<file path="src/sv/hcbp_pkg.sv">
// Shared types and constants for the Huffman code bit packer.
// Used by the front end, the job queue, the back end and the top level.
package hcbp_pkg;

  localparam int CODE_W  = 32;
  localparam int LEN_W   = 6;
  localparam int PEND_W  = 7;
  localparam int WORK_W  = CODE_W + PEND_W;
  localparam int TABLE_DEPTH = 256;

  typedef enum logic [1:0] {
    KIND_LOAD  = 2'd0,
    KIND_DATA  = 2'd1,
    KIND_FLUSH = 2'd2,
    KIND_NONE  = 2'd3
  } kind_t;

  // One unit of work handed from the front end to the back end.
  typedef struct packed {
    logic              is_flush;
    logic [CODE_W-1:0] code;
    logic [LEN_W-1:0]  len;
  } job_t;

  // Handshake between a producer and the job queue.
  typedef struct packed {
    logic push;
    job_t job;
  } push_t;

endpackage

</file>
<file path="src/sv/hcbp_queue.sv">
// Two-entry job queue that decouples the front end from the back end.
// Depends on hcbp_pkg.
module hcbp_queue import hcbp_pkg::*; (
  input  logic  clk,
  input  logic  rst,
  input  push_t q_push,
  output logic  q_full,
  output logic  q_empty,
  input  logic  q_pop,
  output job_t  q_head
);

  job_t       slots [2];
  logic       wr_ptr;
  logic       rd_ptr;
  logic [1:0] count;

  assign q_full  = (count == 2'd2);
  assign q_empty = (count == 2'd0);
  assign q_head  = slots[rd_ptr];

  always_ff @(posedge clk) begin
    if (q_push.push) begin
      slots[wr_ptr] <= q_push.job;
    end
  end

  always_ff @(posedge clk) begin
    if (rst) begin
      wr_ptr <= 1'b0;
      rd_ptr <= 1'b0;
      count  <= 2'd0;
    end else begin
      if (q_push.push) begin
        wr_ptr <= ~wr_ptr;
      end
      if (q_pop) begin
        rd_ptr <= ~rd_ptr;
      end
      case ({q_push.push, q_pop})
        2'b10:   count <= count + 2'd1;
        2'b01:   count <= count - 2'd1;
        default: count <= count;
      endcase
    end
  end

endmodule

</file>
<file path="config.mk">
export PLATFORM = sky130hd
export DESIGN_NAME = hcbp_queue
export DESIGN_NICKNAME = d
export VERILOG_FILES = /design/src/sv/hcbp_pkg.sv /design/src/sv/hcbp_queue.sv
export SDC_FILE = /design/constraint.sdc
export NUM_CORES = 1
export LEC_CHECK = 0
export BUFFER_PORTS_ARGS = -buffer_cell sky130_fd_sc_hd__buf_2
export CORE_UTILIZATION = 46
export CTS_CLUSTER_SIZE = 8
export DETAILED_ROUTE_END_ITERATION = 6
export PLACE_DENSITY = 0.75
export SYNTH_ARGS = -nofsm -noshare
export SYNTH_HDL_FRONTEND = slang
export SYNTH_SLANG_ARGS = --single-unit
</file>
<file path="constraint.sdc">
create_clock -name clk -period 2.2 [get_ports clk]
set_input_delay 0.11 -clock clk [delete_from_list [all_inputs] [get_ports clk]]
set_output_delay 0.11 -clock clk [all_outputs]
set_load 0.005 [all_outputs]
</file>
Word-level counts from Yosys, hierarchy flattened
Memory sizes are Yosys's and may differ from the RTL's. A register that Yosys moved wholly into a read port is not among the register bits.
Cells that the tools add are included.
W data, S select, Z words.
- add/sub/neg operators: 2
- equal/unequal tests: 3
- multiplexer cells: 5
- bitwise logic cells: 2
- reduce and logical (&&, ||, !) cells: 2
- operators by type and width (operator ; number):
    $eq A2 B2 Y1 const B ; 2
    $mux W1 ; 4
    $pmux W2 S2 ; 1
    $add A2 B1 Y2 const B ; 1
    $eq A2 B1 Y1 const B ; 1
    $logic_not A2 Y1 ; 1
    $not A1 Y1 ; 2
    $reduce_bool A2 Y1 ; 1
    $sub A2 B1 Y2 const B ; 1
- flip-flop bits (word level): 4
- memory bits (writable): 78
- input port bits: 43
- output and inout bits: 41
- word-level logic and storage cells: 18
- memories: 1
- memories (name ; words ; width ; read ports ; clocked after memory_dff ; write ports ; RTL line ; source):
    slots ; 2 ; 39 ; 1 ; 1 ; 1 ; hcbp_queue.sv:13 ; job_t slots [2];

Logic depth before layout (Yosys ltp)
- depth in word-level cells: 3
- depth in mapped cells: 5
- gate-level depth less buffers: 5

Worst setup path before layout
Ideal clock, no wire load.
- kind: register -> register
- start point: register wr_ptr
- end point: memory slots[0][0] in the netlist's numbering, enable pin
- library setup time: 0.436 ns
- data arrival time: 1.973 ns
- required time: 1.764 ns
- slack: -0.209 ns
- cell stages (with the launch flop): 2
- path buffers: 0
- period minus slack after synthesis: 2.409 ns
- cell sequence: dfxtp_1 -> nor2_1
- RTL lines (what ; RTL line ; source):
    start: declaration ; hcbp_queue.sv:14 ; logic wr_ptr;
    start signal: assignment ; hcbp_queue.sv:35 ; wr_ptr <= ~wr_ptr;
    end: declaration ; hcbp_queue.sv:13 ;
Straight into the memory's write port.

==> reports/metrics.cfg <==
[run_status]
status = completed

[synth]
synth_most_common_cell = edfxtp_1
yosysTopAreaCell = edfxtp_1
avgSynthCellArea_sq_um = 21.0
ys.flop_type = edfxtp_1
netlist-cell-type-count = 15
ys_warn_count = 0
synthArstFlopShare = 0
syn_inst = 143
seq_area_frac_synth = 0.812
ys_top_cells_by_count = edfxtp_1 (78), mux2_2 (39), nor2_1 (6)
syn-cell-area_sq_um = 3010
synth-seq-cells = 83
yosysTopAreaCellShare = 0.778
netlist_top_cells_area = edfxtp_1 (78%), mux2_2 (15%), dfxtp_1 (3.3%), xnor2_1 (0.87%), nor2_1 (0.75%)
synth-edff-count = 78
synth_fp_nets = 187

[timing]
post-route-min-period_ps = 1780
setup_viol = 0
drv_slew = 0
hold_violations = 0
slew_headroom = 0.659
finalWorstSetupSlack_ps = 417
tns_ps = 0
fin_skew_ps = 6.41
period_share = 0.810
hold-worst-slack_ps = 49.5
fmaxAchievable_mhz = 561
worstMarginPinSlew_ps = 511
rsz0062_at_grt = false

[clocking]
path_clk_slew_ps = 70
cts_setup_buffers = 0
cts.path.max_buffers = 2
root_buffer = clkbuf_8
cts_tree = done
cts_resized = 0
numClockSinks = 83
worstSkewPairLatency_ps = 340
h-tree-depth = 3
ctsHoldBuffers = 40
numCtsBuffers = 9

[routing]
drt_iter0_markers = 78
wire_per_inst_um = 15.6
final_antenna_net_count = 0
wl_um = 5590
first_pass_iters = 4
drcViolationCount = 0
via_per_inst = 4.81
vias = 1721

[final_layout]
drive_gt1_frac = 0.505
syn2layout_area_growth_pct = 38.8
final_core_util = 0.658
fillers = 442
nets = 320
finalInstanceArea_sq_um = 4180
antenna_cells = 0

[floorplanning]
io_pins = 84
die_x_um = 82.9
std_cell_rows = 29
coreArea_sq_um = 6350
dieArea_sq_um = 6870
initial_core_util = 0.474
die_y_um = 82.9

[global_route]
grt_usage = 0.170
grt_pass1_wl_um = 8770
grt-ovfl-total = 0
antenna_found_initial = 0
grt_pass1_vias = 1834
grt_max_degree = 26

[place]
dp_hpwl_um = 3370
dpl_cell_area_sq_um = 3570
portBuffers = 83
place_congestion = 0.672
place_ws_ps = 761

[critical_path]
rr_startpoint = wr_ptr$_SDFFE_PP0P_
rrSetupSlack_ps = 770
worstRegToRegCells = 2
path_max_fanout = 25
crit_type = register to output pin
cp-start-kind = register
cp.arrival_ps = 1670
r2r_end = slots[1][15]$_DFFE_PP_
cp.required_ps = 2090
setup.worst_path.end_class = output pin

[power]
p_leak_nw = 1.59
powerDensity_nw_per_um2 = 818
vdd_drop_max_uv = 505

[worst_hold_path]
hold_start = q_push[39]
whs_endpoint = wr_ptr$_SDFFE_PP0P_
hold_class = input port to register
whs_path_depth = 3

[run]
maxCapViolCount = 0

report_power, final:
group	switching [mW]	internal (mW)	total (mW)
sequential	0.0406	1.84	1.88
combinational	0.170	0.238	0.408
clock	0.496	0.637	1.13
total	0.707	2.71	3.42
placed cells by master, fill, tap and decap left out:
master and instances:
clkbuf_8 9, ha_1 1, a21oi_1 1, dfxtp_1 4, xnor2_1 3, and2_2 1, clkbuf_1 2, o21ai_0 1
dlygate4sd3_1 40, clkinv_2 1, inv_1 1, buf_2 83, xor2_1 1, nor2_4 1, or3_1 1, clkinv_1 1
dfxtp_2 1, edfxtp_1 78, and2b_2 1, buf_12 3, bufinv_16 2, mux2_2 39, clkinv_4 1, nor2_1 5
kinds of logic (layout without fill, tap and decap cells):
family	Yosys count	count (layout)	synth area share
AND/OR/NAND/NOR	9	9	0.0146
buffers and inverters	5	143	0.00873
XOR/XNOR	4	4	0.0116
AO/OA/AOI/OAI	2	2	0.00332
flip-flops	83	83	0.812
adder cells (fa/ha/maj)	1	1	0.00416
multiplexers	39	39	0.146
how the worst max path moves through the flow:
stage	endpoint	slack [ps]
floorplan	slots[0][0]$_DFFE_PP_	430
global placement	q_head[21]	770
detailed placement	q_head[6]	760
CTS	q_head[6]	390
global route	q_head[7]	330
finish	q_head[21]	420
critical path, cell delays in order, from the launching register on:
cell and delay, ps:
dfxtp_2 590, buf_12 250, mux2_2 360, buf_2 130
through the flow:
stage / power [mW] / cells
after floorplan: 2.08 / 143
after global placement: 2.26 / 302
after detailed placement: 2.27 / 302
after CTS: 3.44 / 358
after global routing: 3.55 / 358
final: 3.42 / 358
state kept, by name (all words and copies together) (netlist names), named ones only:
signal / cells
wr_ptr: 1
rd_ptr: 1
count: 2
slots: 78
per-layer routing:
| metal | wire (um) | share of wire | global-route usage | up-vias |
|---|---|---|---|---|
| met5 | 0 | 0 | 0 | - |
| met4 | 91 | 0.016 | 0.0846 | 0 |
| met3 | 258 | 0.046 | 0.0437 | 9 |
| met2 | 2830 | 0.51 | 0.282 | 53 |
| met1 | 2410 | 0.43 | 0.206 | 838 |
| li1 | - | - | - | 821 |
final cells by class:
cell class / instances / area, sq um / area share
sequential: 83 / 2440 / 0.585
timing repair buffer: 126 / 876 / 0.210
multi-input combinational: 55 / 549 / 0.131
clock buffer: 11 / 131 / 0.0314
tap: 77 / 96.3 / 0.0231
clock inverter: 5 / 77.6 / 0.0186
inverter: 1 / 3.75 / 0.000898
Power figures use the tool's default switching activity.
