--- src/sv/hcbp_pkg.sv ---
// Shared types and constants for the Huffman code bit packer.
// Used by the front end, the job queue, the back end and the top level.
package hcbp_pkg;

  localparam int CODE_W  = 32;
  localparam int LEN_W   = 6;
  localparam int PEND_W  = 7;
  localparam int WORK_W  = CODE_W + PEND_W;
  localparam int TABLE_DEPTH = 256;

  typedef enum logic [1:0] {
    KIND_LOAD  = 2'd0,
    KIND_DATA  = 2'd1,
    KIND_FLUSH = 2'd2,
    KIND_NONE  = 2'd3
  } kind_t;

  // One unit of work handed from the front end to the back end.
  typedef struct packed {
    logic              is_flush;
    logic [CODE_W-1:0] code;
    logic [LEN_W-1:0]  len;
  } job_t;

  // Handshake between a producer and the job queue.
  typedef struct packed {
    logic push;
    job_t job;
  } push_t;

endpackage

--- src/sv/hcbp_back.sv ---
// Back end of the bit packer: merges code bits with the pending bits and
// emits one output byte or pad report per cycle while the receiver does not stall. Depends on hcbp_pkg.
module hcbp_back import hcbp_pkg::*; (
  input  logic       clk,
  input  logic       rst,
  input  logic       q_empty,
  input  job_t       q_head,
  output logic       q_pop,
  output logic       out_valid,
  input  logic       out_stall,
  output logic [7:0] out_byte,
  output logic       is_pad_report,
  output logic [2:0] pad_bits,
  output logic       last
);

  typedef enum logic [1:0] {
    ST_IDLE,
    ST_DATA,
    ST_FLUSH_BYTE,
    ST_FLUSH_PAD
  } state_t;

  state_t              state;
  logic [PEND_W-1:0]   pend_la;     // pending bits, left aligned, zeros below
  logic [2:0]          pend_count;
  logic [WORK_W-1:0]   work;
  logic [LEN_W-1:0]    total;
  logic [2:0]          pad;

  logic                slot_free;
  logic                emit;
  logic [CODE_W-1:0]   code_la;
  logic [WORK_W-1:0]   merged;
  logic [LEN_W-1:0]    total_new;
  logic [WORK_W-1:0]   work_shift;

  assign slot_free = !out_valid || !out_stall;
  assign emit      = slot_free && (state == ST_DATA || state == ST_FLUSH_BYTE ||
                                   state == ST_FLUSH_PAD);
  assign q_pop     = (state == ST_IDLE) && !q_empty;

  assign code_la    = q_head.code << (LEN_W'(CODE_W) - q_head.len);
  assign merged     = {pend_la, {CODE_W{1'b0}}} | ({code_la, {PEND_W{1'b0}}} >> pend_count);
  assign total_new  = LEN_W'(pend_count) + q_head.len;
  assign work_shift = work << 8;

  always_ff @(posedge clk) begin
    if (rst) begin
      state      <= ST_IDLE;
      out_valid  <= 1'b0;
      pend_la    <= '0;
      pend_count <= '0;
    end else begin
      if (emit) begin
        out_valid <= 1'b1;
      end else if (!out_stall) begin
        out_valid <= 1'b0;
      end
      case (state)
        ST_IDLE: begin
          if (q_pop) begin
            if (q_head.is_flush) begin
              pad   <= 3'd0 - pend_count;
              state <= (pend_count != 3'd0) ? ST_FLUSH_BYTE : ST_FLUSH_PAD;
            end else if (total_new < LEN_W'(8)) begin
              pend_la    <= merged[WORK_W-1 -: PEND_W];
              pend_count <= total_new[2:0];
            end else begin
              work  <= merged;
              total <= total_new;
              state <= ST_DATA;
            end
          end
        end
        ST_DATA: begin
          if (slot_free) begin
            out_byte      <= work[WORK_W-1 -: 8];
            is_pad_report <= 1'b0;
            pad_bits      <= 3'd0;
            last          <= (total < LEN_W'(16));
            work          <= work_shift;
            total         <= total - LEN_W'(8);
            if (total < LEN_W'(16)) begin
              pend_la    <= work_shift[WORK_W-1 -: PEND_W];
              pend_count <= total[2:0];
              state      <= ST_IDLE;
            end
          end
        end
        ST_FLUSH_BYTE: begin
          if (slot_free) begin
            out_byte      <= {pend_la, 1'b0};
            is_pad_report <= 1'b0;
            pad_bits      <= 3'd0;
            last          <= 1'b0;
            state         <= ST_FLUSH_PAD;
          end
        end
        ST_FLUSH_PAD: begin
          if (slot_free) begin
            out_byte      <= 8'd0;
            is_pad_report <= 1'b1;
            pad_bits      <= pad;
            last          <= 1'b1;
            pend_la       <= '0;
            pend_count    <= '0;
            state         <= ST_IDLE;
          end
        end
        default: state <= ST_IDLE;
      endcase
    end
  end

endmodule
--- config.mk ---
export PLATFORM = sky130hd
export DESIGN_NAME = hcbp_back
export DESIGN_NICKNAME = d
export VERILOG_FILES = /design/src/sv/hcbp_pkg.sv /design/src/sv/hcbp_back.sv
export SDC_FILE = /design/constraint.sdc
export NUM_CORES = 1
export LEC_CHECK = 0
export BUFFER_PORTS_ARGS = -buffer_cell sky130_fd_sc_hd__buf_2
export CORE_MARGIN = 2
export CORE_UTILIZATION = 56
export DETAILED_ROUTE_END_ITERATION = 8
export GPL_TIMING_DRIVEN = 0
export PLACE_DENSITY_LB_ADDON = 0.25
export SETUP_SLACK_MARGIN = 0.1
export SLEW_MARGIN = 20
export SYNTH_ARGS = -nofsm -noshare
export SYNTH_HDL_FRONTEND = slang
export SYNTH_SLANG_ARGS = --single-unit
--- constraint.sdc ---
create_clock -name clk -period 4.95 [get_ports clk]
set_input_delay 0.2475 -clock clk [delete_from_list [all_inputs] [get_ports clk]]
set_output_delay 0.2475 -clock clk [all_outputs]
set_load 0.005 [all_outputs]
### Word level (Yosys, flattened, before mapping)

Index checks and enable logic that the tools add are counted.

| operators by class | value |
|---|---|
| add/sub/neg operators | 4 |
| multiply operators | 0 |
| div/mod/pow operators | 0 |
| magnitude comparators | 2 |
| equality and inequality tests | 14 |
| shifts and indexed selects | 2 |
| multiplexer cells | 46 |
| bitwise logic cells | 2 |
| reduce and logical (&&, ||, !) cells | 21 |

Operator list:

| cell | count |
|---|---|
| $mux 39 | 4 |
| $pmux 39 s2 | 1 |
| $mux 7 | 6 |
| $or 39x39->39 | 1 |
| $shr 39x3->39 | 1 |
| $shl 32x6->32 | 1 |
| $mux 6 | 4 |
| $mux 8 | 3 |
| $pmux 8 s3 | 1 |
| $mux 3 | 7 |
| $pmux 7 s3 | 1 |
| $mux 2 | 7 |
| $ne 2x2->1 const B | 6 |
| $pmux 6 s2 | 1 |
| $reduce_and 6->1 | 2 |
| $pmux 3 s3 | 1 |
| $reduce_bool 3->1 | 3 |
| $ne 2x1->1 const B | 4 |
| $pmux 2 s4 | 1 |
| $reduce_and 4->1 | 2 |
| $reduce_and 7->1 | 1 |
| $add 3x6->6 | 1 |
| $lt 6x4->1 const B | 1 |
| $lt 6x5->1 const B | 1 |
| 18 further kinds | 30 |

| storage, ports and cells | value |
|---|---|
| register bits after elaboration | 74 |
| latch bits | 0 |
| memory bits (writable) | 0 |
| memory bits (read-only) | 0 |
| input port bits | 43 |
| output and inout port bits | 15 |
| logic and storage cells | 102 |
| memories | 0 |

### Logic depth before layout (Yosys ltp)

Gate-level depths: netlist of run 1.

| depth | value |
|---|---|
| depth in word-level cells | 8 |
| gate-level depth with buffers | 16 |
| gate-level depth less buffers | 10 |

### Worst setup path after synthesis of run 1

OpenSTA, ideal clock, no wires.

| path | value |
|---|---|
| path kind | register -> register |
| start point | register pend_count[1] |
| end point | register total[3], enable pin |
| setup time | 505 ps |
| arrival time | 4784 ps |
| data required time | 4445 ps |
| slack | -339 ps |
| stages on the path, launching flop included | 9 |
| path buffers | 0 |
| period minus slack after synthesis | 5289 ps |
| cell sequence | dfxtp_1 -> ha_1 -> a21o_1 -> a21oi_1 -> xnor2_1 -> nor4_1 -> nor4_1 -> a21oi_1 -> a211oi_1 |

| between the ends | value |
|---|---|
| word-level cells in the longest chain between the ends | 4 |

Ends and longest elaborated chain:

| element | line | text |
|---|---|---|
| from (decl) | hcbp_back.sv:26 | `logic [2:0] pend_count;` |
| from (signal assigned) | hcbp_back.sv:68 | `pend_count <= total_new[2:0];` |
| from (signal assigned) | hcbp_back.sv:86 | `pend_count <= total[2:0];` |
| $add 3x6->6 | hcbp_back.sv:45 | `assign total_new = LEN_W'(pend_count) + q_head.len;` |
| $lt 6x4->1 | hcbp_back.sv:66 | `end else if (total_new < LEN_W'(8)) begin` |
| $ne 2x2->1 (no line) | - |  |
| $reduce_and 6->1 (no line) | - |  |
| to (signal assigned) | hcbp_back.sv:71 | `total <= total_new;` |
| to (signal assigned) | hcbp_back.sv:83 | `total <= total - LEN_W'(8);` |
| to (decl) | hcbp_back.sv:28 | `logic [LEN_W-1:0] total;` |

Every way passes these cells.
A chain may end at the register's enable or synchronous reset.

### Worst setup path in the final report of run 1

| path | value |
|---|---|
| start point | input q_head[0] (netlist name) |
| end point | register work[16], data pin |

| between the ends | value |
|---|---|
| word-level cells in the longest chain between the ends | 8 |

Ends and longest elaborated chain:

| element | line | text |
|---|---|---|
| from (decl) | hcbp_back.sv:7 | `input job_t q_head,` |
| $sub 6x6->6 | hcbp_back.sv:43 | `assign code_la = q_head.code << (LEN_W'(CODE_W) - q_head.len);` |
| $shl 32x6->32 | hcbp_back.sv:43 |  |
| $shr 39x3->39 | hcbp_back.sv:44 | `assign merged = {pend_la, {CODE_W{1'b0}}} \| ({code_la, {PEND_W{1'b0}}} >> pend_count);` |
| $or 39x39->39 | hcbp_back.sv:44 |  |
| $mux 39 | hcbp_back.sv:66 |  |
| $mux 39 | hcbp_back.sv:63 | `if (q_head.is_flush) begin` |
| $mux 39 | hcbp_back.sv:62 | `if (q_pop) begin` |
| $pmux 39 s2 | hcbp_back.sv:60 | `case (state)` |
| to (signal assigned) | hcbp_back.sv:70 | `work <= merged;` |
| to (signal assigned) | hcbp_back.sv:82 | `work <= work_shift;` |
| to (decl) | hcbp_back.sv:27 | `logic [WORK_W-1:0] work;` |

Every way passes these cells. The select of a mux whose other input is x is not followed.

==> results of run 1 <==
final timing paths:
kind	startpoint	to	cells past startpoint
hold reg to reg	out_valid	out_valid	2
setup / recovery	q_head[0]	work[16]	17
hold / removal	out_stall	out_valid	3
setup reg to reg	pend_count[1]	pend_la[3]	10
power breakdown:
part           total (W)  internal [W]  leakage (nW)  switching, W
Combinational    0.00154      0.000591          2.10      0.000950
Clock           0.000710      0.000443         0.153      0.000266
Sequential      0.000931      0.000874         0.674     0.0000572
critical path: cells and delay by family:
kind | cells | cell delay [ns]
adders and majority gates | 1 | 0.33
buffers and inverters | 8 | 1.54
AOI/OAI and AO/OA | 6 | 1.65
and+or+nand+nor | 2 | 0.58
per-stage QoR:
step	hold WS, ns	area [µm²]	total power, W
after global placement	0.478	7180	0.00239
after detailed placement	0.488	7210	0.00243
after global routing	0.213	7530	0.00332
after CTS	0.194	7520	0.00314
final	0.200	7530	0.00318
after floorplan	0.417	6720	0.00200
cells in the final DEF (no fill, tap or decap), types with 17 or more instances in the layout:
cell type                  instances
sky130_fd_sc_hd__mux2_2           40
sky130_fd_sc_hd__mux4_2           22
sky130_fd_sc_hd__o21ai_0          23
sky130_fd_sc_hd__buf_2            66
sky130_fd_sc_hd__clkbuf_1         25
sky130_fd_sc_hd__inv_1            27
sky130_fd_sc_hd__a21oi_1          37
sky130_fd_sc_hd__edfxtp_1         61
sky130_fd_sc_hd__nor3_1           17
sky130_fd_sc_hd__mux2i_1          41
sky130_fd_sc_hd__nor2_1           61
sky130_fd_sc_hd__nand2_1          52
layout make-up:
type / instances / area (µm²)
clock inverters: 6 / 90.1
clock buffers: 10 / 229
multi-input cells: 510 / 4240
repair buffers: 57 / 298
plain buffers: 54 / 288
fillers: 953 / 4040
flip-flops and latches: 74 / 2090
inverters: 31 / 116
well taps: 143 / 179
registers in the layout, summed over array words and instances (netlist names), 2 cells and up:
signal / cells
pad_bits: 3
pad: 3
total: 6
out_byte: 8
pend_count: 3
work: 39
state: 2
pend_la: 7
kinds of logic (layout without fill, tap and decap cells):
logic type,after synthesis,after routing,synth area share
fa+ha+maj,12,12,0.0235
buf+inv,85,158,0.0602
flops,74,74,0.311
compound gates,187,187,0.210
simple gates,189,189,0.134
mux,116,116,0.251
xor+xnor,6,6,0.0106
routing by layer:
metal  track usage  wire length (µm)  vias to the layer above
met3        0.0473              1570                       49
met4         0.105               441                        0
met5             0                 0                        -
li1              -                 -                     2764
met1         0.433              8470                     3095
met2         0.527              9830                      366
==> results.md, run 1 <==
Status:
- The flow ran to the end, and the final reports show no timing, DRC or antenna violations.

Worst setup path:
- The library cell appearing most often on the critical path is sky130_fd_sc_hd__buf_2.
- For flop-to-flop paths, the worst setup slack is 1.39 ns.
- For the worst setup path, the data arrival time is 4.38 ns.
- The worst setup path is launched from an input port.
- STA classifies the critical path endpoint as a flip-flop.
- The highest-delay cell along the critical path is sky130_fd_sc_hd__a211oi_1.
- Traced cell by cell, the critical path runs through buf_2, buf_6, inv_1, buf_2, ha_1, buf_4, buf_6, buf_4, buf_2, or3b_2, a211oi_1, o21ai_0, o211ai_1, a22oi_1, o21ai_0, nor2_1, a221oi_1.
- By startpoint and endpoint, the worst setup path is classified as input port to flip-flop.
- Data on the critical path is required at its endpoint by 5.09 ns.
- Along the worst path, the maximum fanout reaches 10.
- In this design, the stage delay of the slowest critical-path cell is 0.52 ns.

Timing:
- Setup repair after global routing left no endpoint under its margin.
- Across the routed clock network, the largest skew measured is 0.00522 ns.
- The number of endpoints with negative hold slack in the final report is 0.
- The number of failing setup endpoints in the final timing report is 0.
- After layout, the minimum clock period comes to 4.24 ns.
- The number of pins exceeding their max-slew limit in the final report is 0.
- For the pin with the worst max-slew slack, the measured transition is 0.925 ns.
- The remaining max-slew budget at the tightest pin is 0.367.
- The sum of negative setup slack is 0 ns.
- The least setup slack across all paths after layout is 0.709 ns.
- The peak clock frequency supported by timing is 236 MHz.
- The ratio of final minimum period to clock period is 0.857.

Clock tree:
- The cell at the root of the clock tree is sky130_fd_sc_hd__clkbuf_16.
- In this run, post-CTS hold repair placed 0 buffers.
- In this run the post-CTS setup repair buffer count came out at 0.
- The clock passes through at most 2 buffers.
- The clock reaches the later pin of the worst-skew pair after 0.34 ns.
- Post-CTS repair changed the size of 0 cells.
- After clock tree synthesis, the clock-pin slew on the worst setup and hold paths is 0.06 ns.
- The TritonCTS clock tree is built.
- In this run, CTS created clock tree buffers numbering 9.
- The number of clock sinks is 74.
- The H-tree level count is 3.

Route:
- The count of nets left with antenna violations once routing finished came out at 0.
- The number of DRC markers in iteration 0 is 886.
- Dividing the detail-routed wire length by the instance count gives 22.9 µm.
- The detailed router placed 6274 vias in this run.
- The via density per instance is 7.09.
- The number of iterations in the first detailed-routing pass is 7.
- The total wire length is 20300 µm.
- The post-detailed-route DRC marker count is 0.

Synthesis:
- The combined area of all synthesized cells is 0.00672 mm².
- A synthesized cell averages 10.0 µm².
- Counting every net in the synthesized netlist gives 724.
- After synthesis, the cell types taking the most area are sky130_fd_sc_hd__edfxtp_1 27%, sky130_fd_sc_hd__mux4_2 7.4%, sky130_fd_sc_hd__mux2_2 6.7%.
- The number of flip-flops and latches in the synthesized netlist is 74.
- The Yosys step of the flow raised 0 warnings.
- The largest total area in the synthesized netlist belongs to sky130_fd_sc_hd__edfxtp_1.
- The synthesized netlist contains 82 unique library cells.
- The synthesized design contains 61 enable-type register cells.
- After synthesis, the share of flip-flops with an asynchronous set or reset is 0.
- For this run, the leading register cell type out of synthesis is sky130_fd_sc_hd__edfxtp_1.
- The fraction of synthesized cell area taken by the top area cell type is 0.273.
- Ranked by instance count, the synthesized netlist is headed by 61 x sky130_fd_sc_hd__edfxtp_1, 61 x sky130_fd_sc_hd__nor2_1, 52 x sky130_fd_sc_hd__nand2_1.
- The share of the Yosys chip area taken by registers is 0.311.
- The number of standard cells after synthesis is 669.

Global route:
- For this run, the total global-route usage over all layers was measured as 0.318.
- The first global-routing pass estimated 32000 µm of wire.
- The initial antenna violation count was 0.
- For this run the aggregate overflow at the end of global routing stands at 0.
- Entering global routing, the biggest net connects 18 pins.
- The number of global-route vias before repair was 6022.

Floorplan:
- 58 I/O pins were placed.
- The die covers 0.0129 mm².
- From left edge to right edge, the die measures 114 µm.
- After floorplanning, the core was divided into 39 placement rows.
- The core region area is 0.0116 mm².
- The y dimension of the die is 114 µm.
- The initial utilization of the core area, before any placement, comes to 0.581.

Power:
- The leakage power summed over all cells is 2.93 nW.
- Across the VDD grid, the largest voltage drop is 0.000190 V.
- The power per cell area is 423 mW/mm².

Placed design:
- The worst slack at placement is 0.577 ns.
- The routability-driven placement congestion ratio is 0.946.
- The number of placed cells counting well taps is 869.
- Buffers placed on the I/O ports in this run total 55.
- The final HPWL from detailed placement is 15400 µm.

Cells and area:
- The number of antenna diodes in the final layout is 0.
- For this run, the share of the core covered by cells in the final layout is 0.651.
- From synthesis to final layout, the design area changed by 12.1%.
- The final layout net count is 792.
- The finished layout holds 885 standard cells, fillers aside.
- The share of final-layout standard cells stronger than drive strength 1 is 0.249.

Job:
- The tool flagged a number of max-cap violations equal to 0.

Hold path:
- The worst hold path belongs to the class input port to flip-flop.
Power figures use the tool's default switching activity.
==> inputs of run 2 (changes only) <==
- ABC_AREA: not set -> 1
- CORE_UTILIZATION: 56 -> 55
==> run 2 against run 1 <==
Sequential share of layout area increased by 2.9 points. Largest cell class unchanged. Total power shrank 2.1%. Die area decreased by 7.4%. Global-route usage is 1.6 points lower. Largest power group unchanged. Clock power shrank 27%. Non-clock buffer count increased by 4. Combinational power up 4%. Fmax rose by 43%. Via count grew 4.6%. Clock skew increased by 0.0068 ns. Worst setup slack improved by 1.3 ns. Register-to-register slack better by 0.59 ns.
==> results.md, run 2 <==
Placed design:
- The final HPWL from detailed placement is 13500 µm (-12%).
- The number of placed cells counting well taps is 1105 (+27%).
- The count of buffers inserted at the top-level ports is 57 (+3.6%).
- The routability-driven placement congestion ratio is 1.00 (+6.1%).

Floorplan:
- The die span in x came to 109 µm (-3.8%).
- The core region area is 0.0108 mm² (-6.3%).
- The number of placed I/O pins came to 58 (unchanged).
- The count of standard-cell rows was 38 (-2.6%).
- The initial core utilization was 0.562 (-0.0189).
- The area enclosed by the die boundary came to 0.0119 mm² (-7.4%).
- The y dimension of the die came to 109 µm (-3.8%).

Clock tree:
- The cell at the root of the clock tree is sky130_fd_sc_hd__clkbuf_8.
- The number of clock buffers inserted by TritonCTS is 9 (unchanged).
- The count of hold-fix buffers inserted at cts came to 0 (unchanged).
- The buffer depth of the longest clock path is 2 (unchanged).
- The number of clock sinks is 74 (unchanged).
- The insertion delay to the later sink of the worst-skew pair came to 0.35 ns (about the same).
- The post-CTS setup repair buffer count is 0 (unchanged).
- TritonCTS built the clock tree.
- The clock edge transition at the registers on the reported setup and hold paths is 0.08 ns (+0.02 ns).
- The number of instances resized during post-cts repair came to 0 (unchanged).
- The H-tree level count is 3 (unchanged).

Synthesis:
- Among all cell types in the netlist, the one instantiated most often is sky130_fd_sc_hd__nand3_1.
- The count of distinct cell types in the synthesized netlist is 41 (-50%).
- The number of standard cells after synthesis is 906 (+35%).
- The number of nets in the synthesized netlist was 961 (+33%).
- In the synthesized netlist, the cells that appear most often are 308 x sky130_fd_sc_hd__nand3_1, 263 x sky130_fd_sc_hd__nand2_1, 61 x sky130_fd_sc_hd__edfxtp_1.
- The most used flip-flop cell after synthesis is sky130_fd_sc_hd__edfxtp_1.
- The count of yosys warnings during synthesis is 0 (unchanged).
- Summed over all instances, the cell type with the most area after synthesis is sky130_fd_sc_hd__edfxtp_1.
- The fraction of synthesized cell area taken by the top area cell type was 0.301 (+0.0280).
- The share of the yosys chip area belonging to registers is 0.343 (+0.0320).
- The average instance area after synthesis is 6.72 µm² (-33%).
- The count of flip-flops with a built-in enable after synthesis is 61 (unchanged).
- The combined area of all synthesized cells was 0.00609 mm² (-9.3%).
- The share of synthesized registers carrying an async set or reset is 0 (unchanged).
- The number of flip-flops and latches in the synthesized netlist was 74 (unchanged).
- Sorting the synthesized cells by area gives the leading types as sky130_fd_sc_hd__edfxtp_1 30%, sky130_fd_sc_hd__nand3_1 25%, sky130_fd_sc_hd__nand2_1 16%.

Timing:
- Setup repair after global routing left no endpoint under its margin.
- The remaining max-slew budget at the tightest pin is 0.509 (+0.142).
- The number of endpoints with negative hold slack in the final report is 0 (unchanged).
- The transition at the pin with the smallest max-transition slack is 0.734 ns (-0.191 ns).
- The number of failing setup endpoints in the final timing report is 0 (unchanged).
- The peak clock frequency supported by timing was 337 MHz (+43%).
- The number of pins exceeding their max-slew limit in the final report came to 0 (unchanged).
- The final critical path time including I/O delays and setup is 2.97 ns (-1.28 ns).
- The sum of negative setup slack is 0 ns (unchanged).
- The clock skew is 0.0121 ns (+0.00684 ns).
- The tightest hold margin is 0.118 ns (-0.0819 ns).
- The ratio of final minimum period to clock period is 0.599 (-0.258).

Cells and area:
- The flip-flop count of the largest register after layout is 39 (unchanged).
- Leaving out fill and tap cells, the most frequent cell in the layout is sky130_fd_sc_hd__nand3_1.
- The share of final-layout standard cells stronger than drive strength 1 is 0.134 (-0.116).
- The top cell types in the final layout, fill and taps aside, are 308 x sky130_fd_sc_hd__nand3_1, 263 x sky130_fd_sc_hd__nand2_1, 73 x sky130_fd_sc_hd__buf_2, 61 x sky130_fd_sc_hd__edfxtp_1, 36 x sky130_fd_sc_hd__nor2_1.
- The final layout net count is 1031 (+30%).
- The final antenna diode count is 0 (unchanged).
- The number of standard cells in the layout, taps in and fillers out is 1121 (+27%).
- The largest registers in the layout are work (39), out_byte (8), pend_la (7).
- The area growth from synthesis to layout is 11.8%.
- The share of the core filled with cells in the final layout was 0.628 (-0.0227).
- The top register by number of flip-flops is work.

Worst setup path:
- The required time at the worst-slack endpoint was 5.00 ns (-0.09 ns).
- The worst path buffer plus inverter count came to 2 (-6).
- STA classifies the critical path startpoint as a flip-flop.
- The worst setup path is captured at a flip-flop.
- The cell class contributing the biggest share of worst-path delay is simple AND/OR/NAND/NOR gates.
- The maximum fanout along the worst path was 17 (+7).
- The delay of the slowest critical-path stage is 0.61 ns (+0.09 ns).
- The signal on the critical path passes through ha_1, nand3_1, nand3_1, nand2_1, nor2_1, xor2_1, nor3_1, nand2_1, nor3b_4, buf_8, buf_6.
- The arrival time of the worst setup path is 3.02 ns (-1.36 ns).
- The slowest stage of the critical path belongs to the cell sky130_fd_sc_hd__nor3b_4.
- The critical path class is flip-flop to flip-flop.

Global route:
- The maximum number of pins on one net before global-route repair is 18 (unchanged).
- The global route total overflow is 0 (unchanged).
- The number of global-route vias before repair is 6120 (+1.6%).
- The global routing usage summed across all routing layers is 0.302 (-0.0161).
- The initial antenna violation count is 0 (unchanged).
- The first-pass GRT wire length is 27900 µm (-13%).

Route:
- The number of vias after detailed routing is 6562 (+4.6%).
- The post-detailed-route DRC marker count is 0 (unchanged).
- The via density per instance was 5.85 (-17%).
- The count of antenna-violating nets left after detailed routing is 0 (unchanged).
- The number of DRC markers in iteration 0 was 611 (-31%).
- The number of iterations in the first detailed-routing pass is 6 (-1).
- The mean routed wirelength per cell is 15.1 µm (-34%).
- The total wire length is 16900 µm (-17%).

Power:
- The total power of the final layout is 0.00312 W (-2.1%).
- The maximum vdd ir drop is 0.000276 V (+45%).
- The leakage power summed over all cells is 2.99 nW (+2.0%).
- The power per cell area is 457 mW/mm² (+8.3%).

Job:
- The number of max-capacitance violations reported is 0 (unchanged).

Status:
- The run finished with clean final reports.

Hold path:
- The worst hold path belongs to the class input port to flip-flop.
run 2: cell types whose count changed after synthesis, sizes merged, moves of 11 or more:
cell,delta
nand3,+307
mux4,-34
nor2,-24
nand2,+218
nor3,-16
a211oi,-12
inv,+11
o21ai,+21
mux2i,-42
mux2,-40
and2,-12
a21oi,-14
run 2: worst paths after layout:
check	depth (start not counted)	endpoint	slack, ns	from
hold / removal	2	out_valid	0.12	rst
setup reg to reg	11	work[3]	1.98	pend_count[2]
setup / recovery	11	work[3]	1.98	pend_count[2]
hold reg to reg	0	pad[0]	0.48	pend_count[0]
run 2: area by class of cell:
cell class                 instances  area [µm²]
timing repair buffer              59         312
clock buffer                      10         128
tap                              140         175
inverter                          45         181
fill                            1020        4030
buffer                            56         305
clock inverter                     6        90.1
multi-input combinational        731        3530
sequential                        74        2090
run 2: metal layers:
metal | track usage | vias to the layer above | part of all wire
met3 | 0.0622 | 20 | 0.077
li1 | - | 3280 | -
met5 | 0 | - | 0
met1 | 0.388 | 3009 | 0.42
met4 | 0.0750 | 0 | 0.011
met2 | 0.521 | 253 | 0.49
run 2: cells by family (layout without fill, tap and decap cells):
family / count (synthesis) / in the layout / share of synthesized area
buffers and inverters: 101 / 176 / 0.0799
AOI/OAI and AO/OA: 83 / 83 / 0.0756
DFF: 74 / 74 / 0.343
adders and majority gates: 12 / 12 / 0.0259
xor gates and xnor gates: 5 / 5 / 0.00719
and+or+nand+nor: 631 / 631 / 0.468
run 2: power by group:
part | internal (W) | switching, W | total, W
clock | 0.000287 | 0.000228 | 0.000515
sequential | 0.000941 | 0.0000617 | 0.00100
combinational | 0.000506 | 0.00109 | 0.00160
total | 0.00173 | 0.00138 | 0.00312
run 2: metrics by stage:
| stage | instance area, µm² | setup WS (ns) |
|---|---|---|
| 3_5_place_dp | 6590 | 1.96 |
| 4_1_cts | 6810 | 1.94 |
| 2_1_floorplan | 6100 | 1.49 |
| 3_3_place_gp | 6560 | 0.613 |
| 5_1_grt | 6810 | 1.76 |
| 6_report | 6810 | 1.98 |
==> inputs of run 3 (changes only) <==
- CORE_UTILIZATION: 55 -> 61
- clock period: 4.95 -> 3.08 ns (I/O delays scaled with it)
==> run 3 against run 2 <==
Clock power grew 54%. Worst setup slack lost 1.6 ns. First-iteration DRC count grew 13%. Die area shrank 9.5%. Wire length shrank 0.39%. Via count grew 2.4%. Sequential share of layout area shrank 0.073 points. Cell count shrank 0.36%. Critical path depth grew 1. Critical endpoint is now work[1]. Largest power group unchanged. Highest routed layer unchanged.
==> results.md, run 3 (same netlist as run 2, synthesis figures left out) <==
Status:
- The flow ran to the end, and the final reports show no timing, DRC or antenna violations.

Floorplan:
- The area enclosed by the die boundary is 0.0108 mm² (-9.5%).
- The y dimension of the die is 104 µm (-4.9%).
- The count of standard-cell rows is 36 (-5.3%).
- The initial core utilization is 0.626 (+0.0642).
- The number of placed I/O pins came to 58 (unchanged).
- The core region area is 0.00973 mm² (-10%).
- The die span in x is 104 µm (-4.9%).

Placed design:
- The placement-stage cell area is 0.00660 mm² (+0.15%).
- The number of placed cells counting well taps is 1099 (-0.54%).
- The final HPWL from detailed placement came to 13200 µm (-2.4%).
- The count of buffers inserted at the top-level ports was 57 (unchanged).
- The routability-driven placement congestion ratio came to 0.986 (-1.8%).

Timing:
- The transition at the pin with the smallest max-transition slack is 0.784 ns (+0.0501 ns).
- The number of pins exceeding their max-slew limit in the final report is 0 (unchanged).
- Setup repair after global routing left no endpoint under its margin.
- The final critical path time including I/O delays and setup came to 2.71 ns (-0.257 ns).
- The peak clock frequency supported by timing was 369 MHz (+9.5%).
- The number of endpoints with negative hold slack in the final report is 0 (unchanged).
- The number of failing setup endpoints in the final timing report is 0 (unchanged).
- The tightest hold margin came to 0.131 ns (+0.0135 ns).
- The ratio of final minimum period to clock period is 0.879 (+0.280).
- The clock skew is 0.0101 ns (-0.00195 ns).
- The sum of negative setup slack was 0 ns (unchanged).
- The remaining max-slew budget at the tightest pin was 0.475 (-0.0335).

Power:
- The power per cell area came to 734 mW/mm² (+60%).
- The leakage power summed over all cells is 2.99 nW (+0.31%).
- The maximum vdd ir drop came to 0.000429 V (+55%).

Worst setup path:
- The maximum fanout along the worst path was 16 (-1).
- The critical path class is flip-flop to flip-flop.
- The arrival time of the worst setup path is 2.77 ns (-0.25 ns).
- The worst setup path is launched from a flip-flop.
- The critical path endpoint category is a flip-flop.
- The required time at the worst-slack endpoint came to 3.14 ns (-1.86 ns).

Cells and area:
- The multi-input gate area in the final layout came to 0.00353 mm² (unchanged).
- Leaving out fill and tap cells, the most frequent cells in the layout are 308 x sky130_fd_sc_hd__nand3_1, 263 x sky130_fd_sc_hd__nand2_1, 73 x sky130_fd_sc_hd__buf_2, 61 x sky130_fd_sc_hd__edfxtp_1, 36 x sky130_fd_sc_hd__nor2_1.
- In the final layout, the registers with the most flip-flops are work (39), out_byte (8), pend_la (7).
- The register cell area after layout was 0.00209 mm² (unchanged).
- The final antenna diode count is 0 (unchanged).
- The top register by number of flip-flops is work.
- The share of final-layout standard cells stronger than drive strength 1 is 0.136 (+0.00264).
- The final design instance area without fill is 0.00683 mm² (+0.24%).
- The flip-flop count of the largest register after layout was 39 (unchanged).
- The final layout net count is 1034 (+0.29%).
- The share of the core filled with cells in the final layout is 0.702 (+0.0734).
- The final-layout fill cell count came to 903 (-11%).
- The number of standard cells in the layout, taps in and fillers out is 1117 (-0.36%).
- The area growth from synthesis to layout is 12.1%.
- The leading cell type in the layout, fill and taps excluded is sky130_fd_sc_hd__nand3_1.

Route:
- The via density per instance is 6.02 (+2.8%).
- The number of vias after detailed routing is 6719 (+2.4%).
- The number of iterations in the first detailed-routing pass is 6 (unchanged).
- The count of antenna-violating nets left after detailed routing is 0 (unchanged).
- The post-detailed-route DRC marker count is 0 (unchanged).
- The total wire length is 16900 µm (-0.39%).
- The number of DRC markers in iteration 0 came to 692 (+13%).
- The mean routed wirelength per cell is 15.1 µm (about the same).

Clock tree:
- The buffer depth of the longest clock path is 2 (unchanged).
- The number of clock sinks was 74 (unchanged).
- The insertion delay to the later sink of the worst-skew pair is 0.36 ns (about the same).
- The root buffer cell chosen for the clock tree is sky130_fd_sc_hd__clkbuf_8.
- The number of clock buffers inserted by TritonCTS is 9 (unchanged).
- The TritonCTS clock tree is built.
- The clock edge transition at the registers on the reported setup and hold paths is 0.09 ns (about the same).
- The number of instances resized during post-cts repair was 0 (unchanged).
- The H-tree level count is 3 (unchanged).

Global route:
- The maximum number of pins on one net before global-route repair is 17 (-1).
- The global route total overflow came to 0 (unchanged).
- The global routing usage summed across all routing layers is 0.315 (+0.0129).
- The first-pass GRT wire length was 27700 µm (-0.97%).
- The number of global-route vias before repair is 6047 (-1.2%).
- The initial antenna violation count is 0 (unchanged).

Job:
- The number of max-capacitance violations reported is 0 (unchanged).

Hold path:
- The worst hold path belongs to the class input port to flip-flop.
==> run 3: cell types whose count changed in the layout (fill, tap and decap cells not counted) <==
cell | before | now
sky130_fd_sc_hd__buf_6 | 8 | 7
sky130_fd_sc_hd__inv_6 | 2 | 3
sky130_fd_sc_hd__clkinvlp_4 | 1 | 2
sky130_fd_sc_hd__clkinv_2 | 1 | 0
sky130_fd_sc_hd__dlygate4sd3_1 | 0 | 1
sky130_fd_sc_hd__bufinv_16 | 2 | 1
sky130_fd_sc_hd__clkbuf_1 | 20 | 19
sky130_fd_sc_hd__inv_8 | 0 | 1
sky130_fd_sc_hd__buf_8 | 1 | 3
sky130_fd_sc_hd__buf_4 | 6 | 7
==> run 3: layout make-up <==
class                           instances  area share
Sequential cell                        74       0.306
Inverter                               45      0.0266
Buffer                                 56      0.0447
Clock inverter                          7      0.0121
Timing Repair Buffer                   62      0.0509
Multi-Input combinational cell        731       0.517
Clock buffer                            9      0.0181
Tap cell                              133      0.0244
==> run 3: metrics by stage <==
| stage | setup slack, ns | power [W] |
|---|---|---|
| 2_1_floorplan | 0.173 | 0.00344 |
| 3_3_place_gp | -0.505 | 0.00407 |
| 3_5_place_dp | 0.130 | 0.00416 |
| 4_1_cts | 0.282 | 0.00496 |
| 5_1_grt | 0.165 | 0.00541 |
| 6_report | 0.372 | 0.00501 |
==> run 3: worst paths after layout <==
check / from / to / slack, ns / cells after the start
worst max-delay path: pend_count[2] / work[1] / 0.37 / 12
worst max register to register: pend_count[2] / work[1] / 0.37 / 12
worst min-delay path: out_stall / out_valid / 0.13 / 3
worst min register to register: pend_count[0] / pad[0] / 0.50 / 0
==> run 3: worst max-delay path, stage by stage (launching register included) <==
cell and delay, ns:
sky130_fd_sc_hd__dfxtp_1 0.43, sky130_fd_sc_hd__ha_1 0.40, sky130_fd_sc_hd__nand3_1 0.09, sky130_fd_sc_hd__nand3_1 0.11, sky130_fd_sc_hd__nand2_1 0.06, sky130_fd_sc_hd__nor2_1 0.11
sky130_fd_sc_hd__xor2_1 0.21, sky130_fd_sc_hd__nor3_1 0.10, sky130_fd_sc_hd__nand2_1 0.10, sky130_fd_sc_hd__nor3b_4 0.25, sky130_fd_sc_hd__buf_8 0.20, sky130_fd_sc_hd__buf_8 0.17
sky130_fd_sc_hd__buf_8 0.18
==> run 3: power by group <==
part | total [W] | switching (W) | internal [W] | leakage [nW]
registers | 0.00161 | 0.000101 | 0.00151 | 0.679
clock network | 0.000795 | 0.000407 | 0.000388 | 0.0988
logic | 0.00260 | 0.00177 | 0.000830 | 2.22
total | 0.00501 | 0.00228 | 0.00273 | 2.99
==> run 3: routing by layer <==
layer / global-route usage / share of wire / up-vias
met4: 0.0946 / 0.020 / 0
met1: 0.428 / 0.41 / 3039
met2: 0.517 / 0.47 / 355
met3: 0.0551 / 0.10 / 39
met5: 0 / 0 / -
li1: - / - / 3286
==> run 3: timing repair <==
| item | 4_1_cts | 5_1_grt |
|---|---|---|
| endpoints found under the hold margin | 1 | 0 |
| hold buffers | 1 | 0 |
| setup buffers | 0 | 1 |
| endpoints found under the setup margin | 0 | 16 |
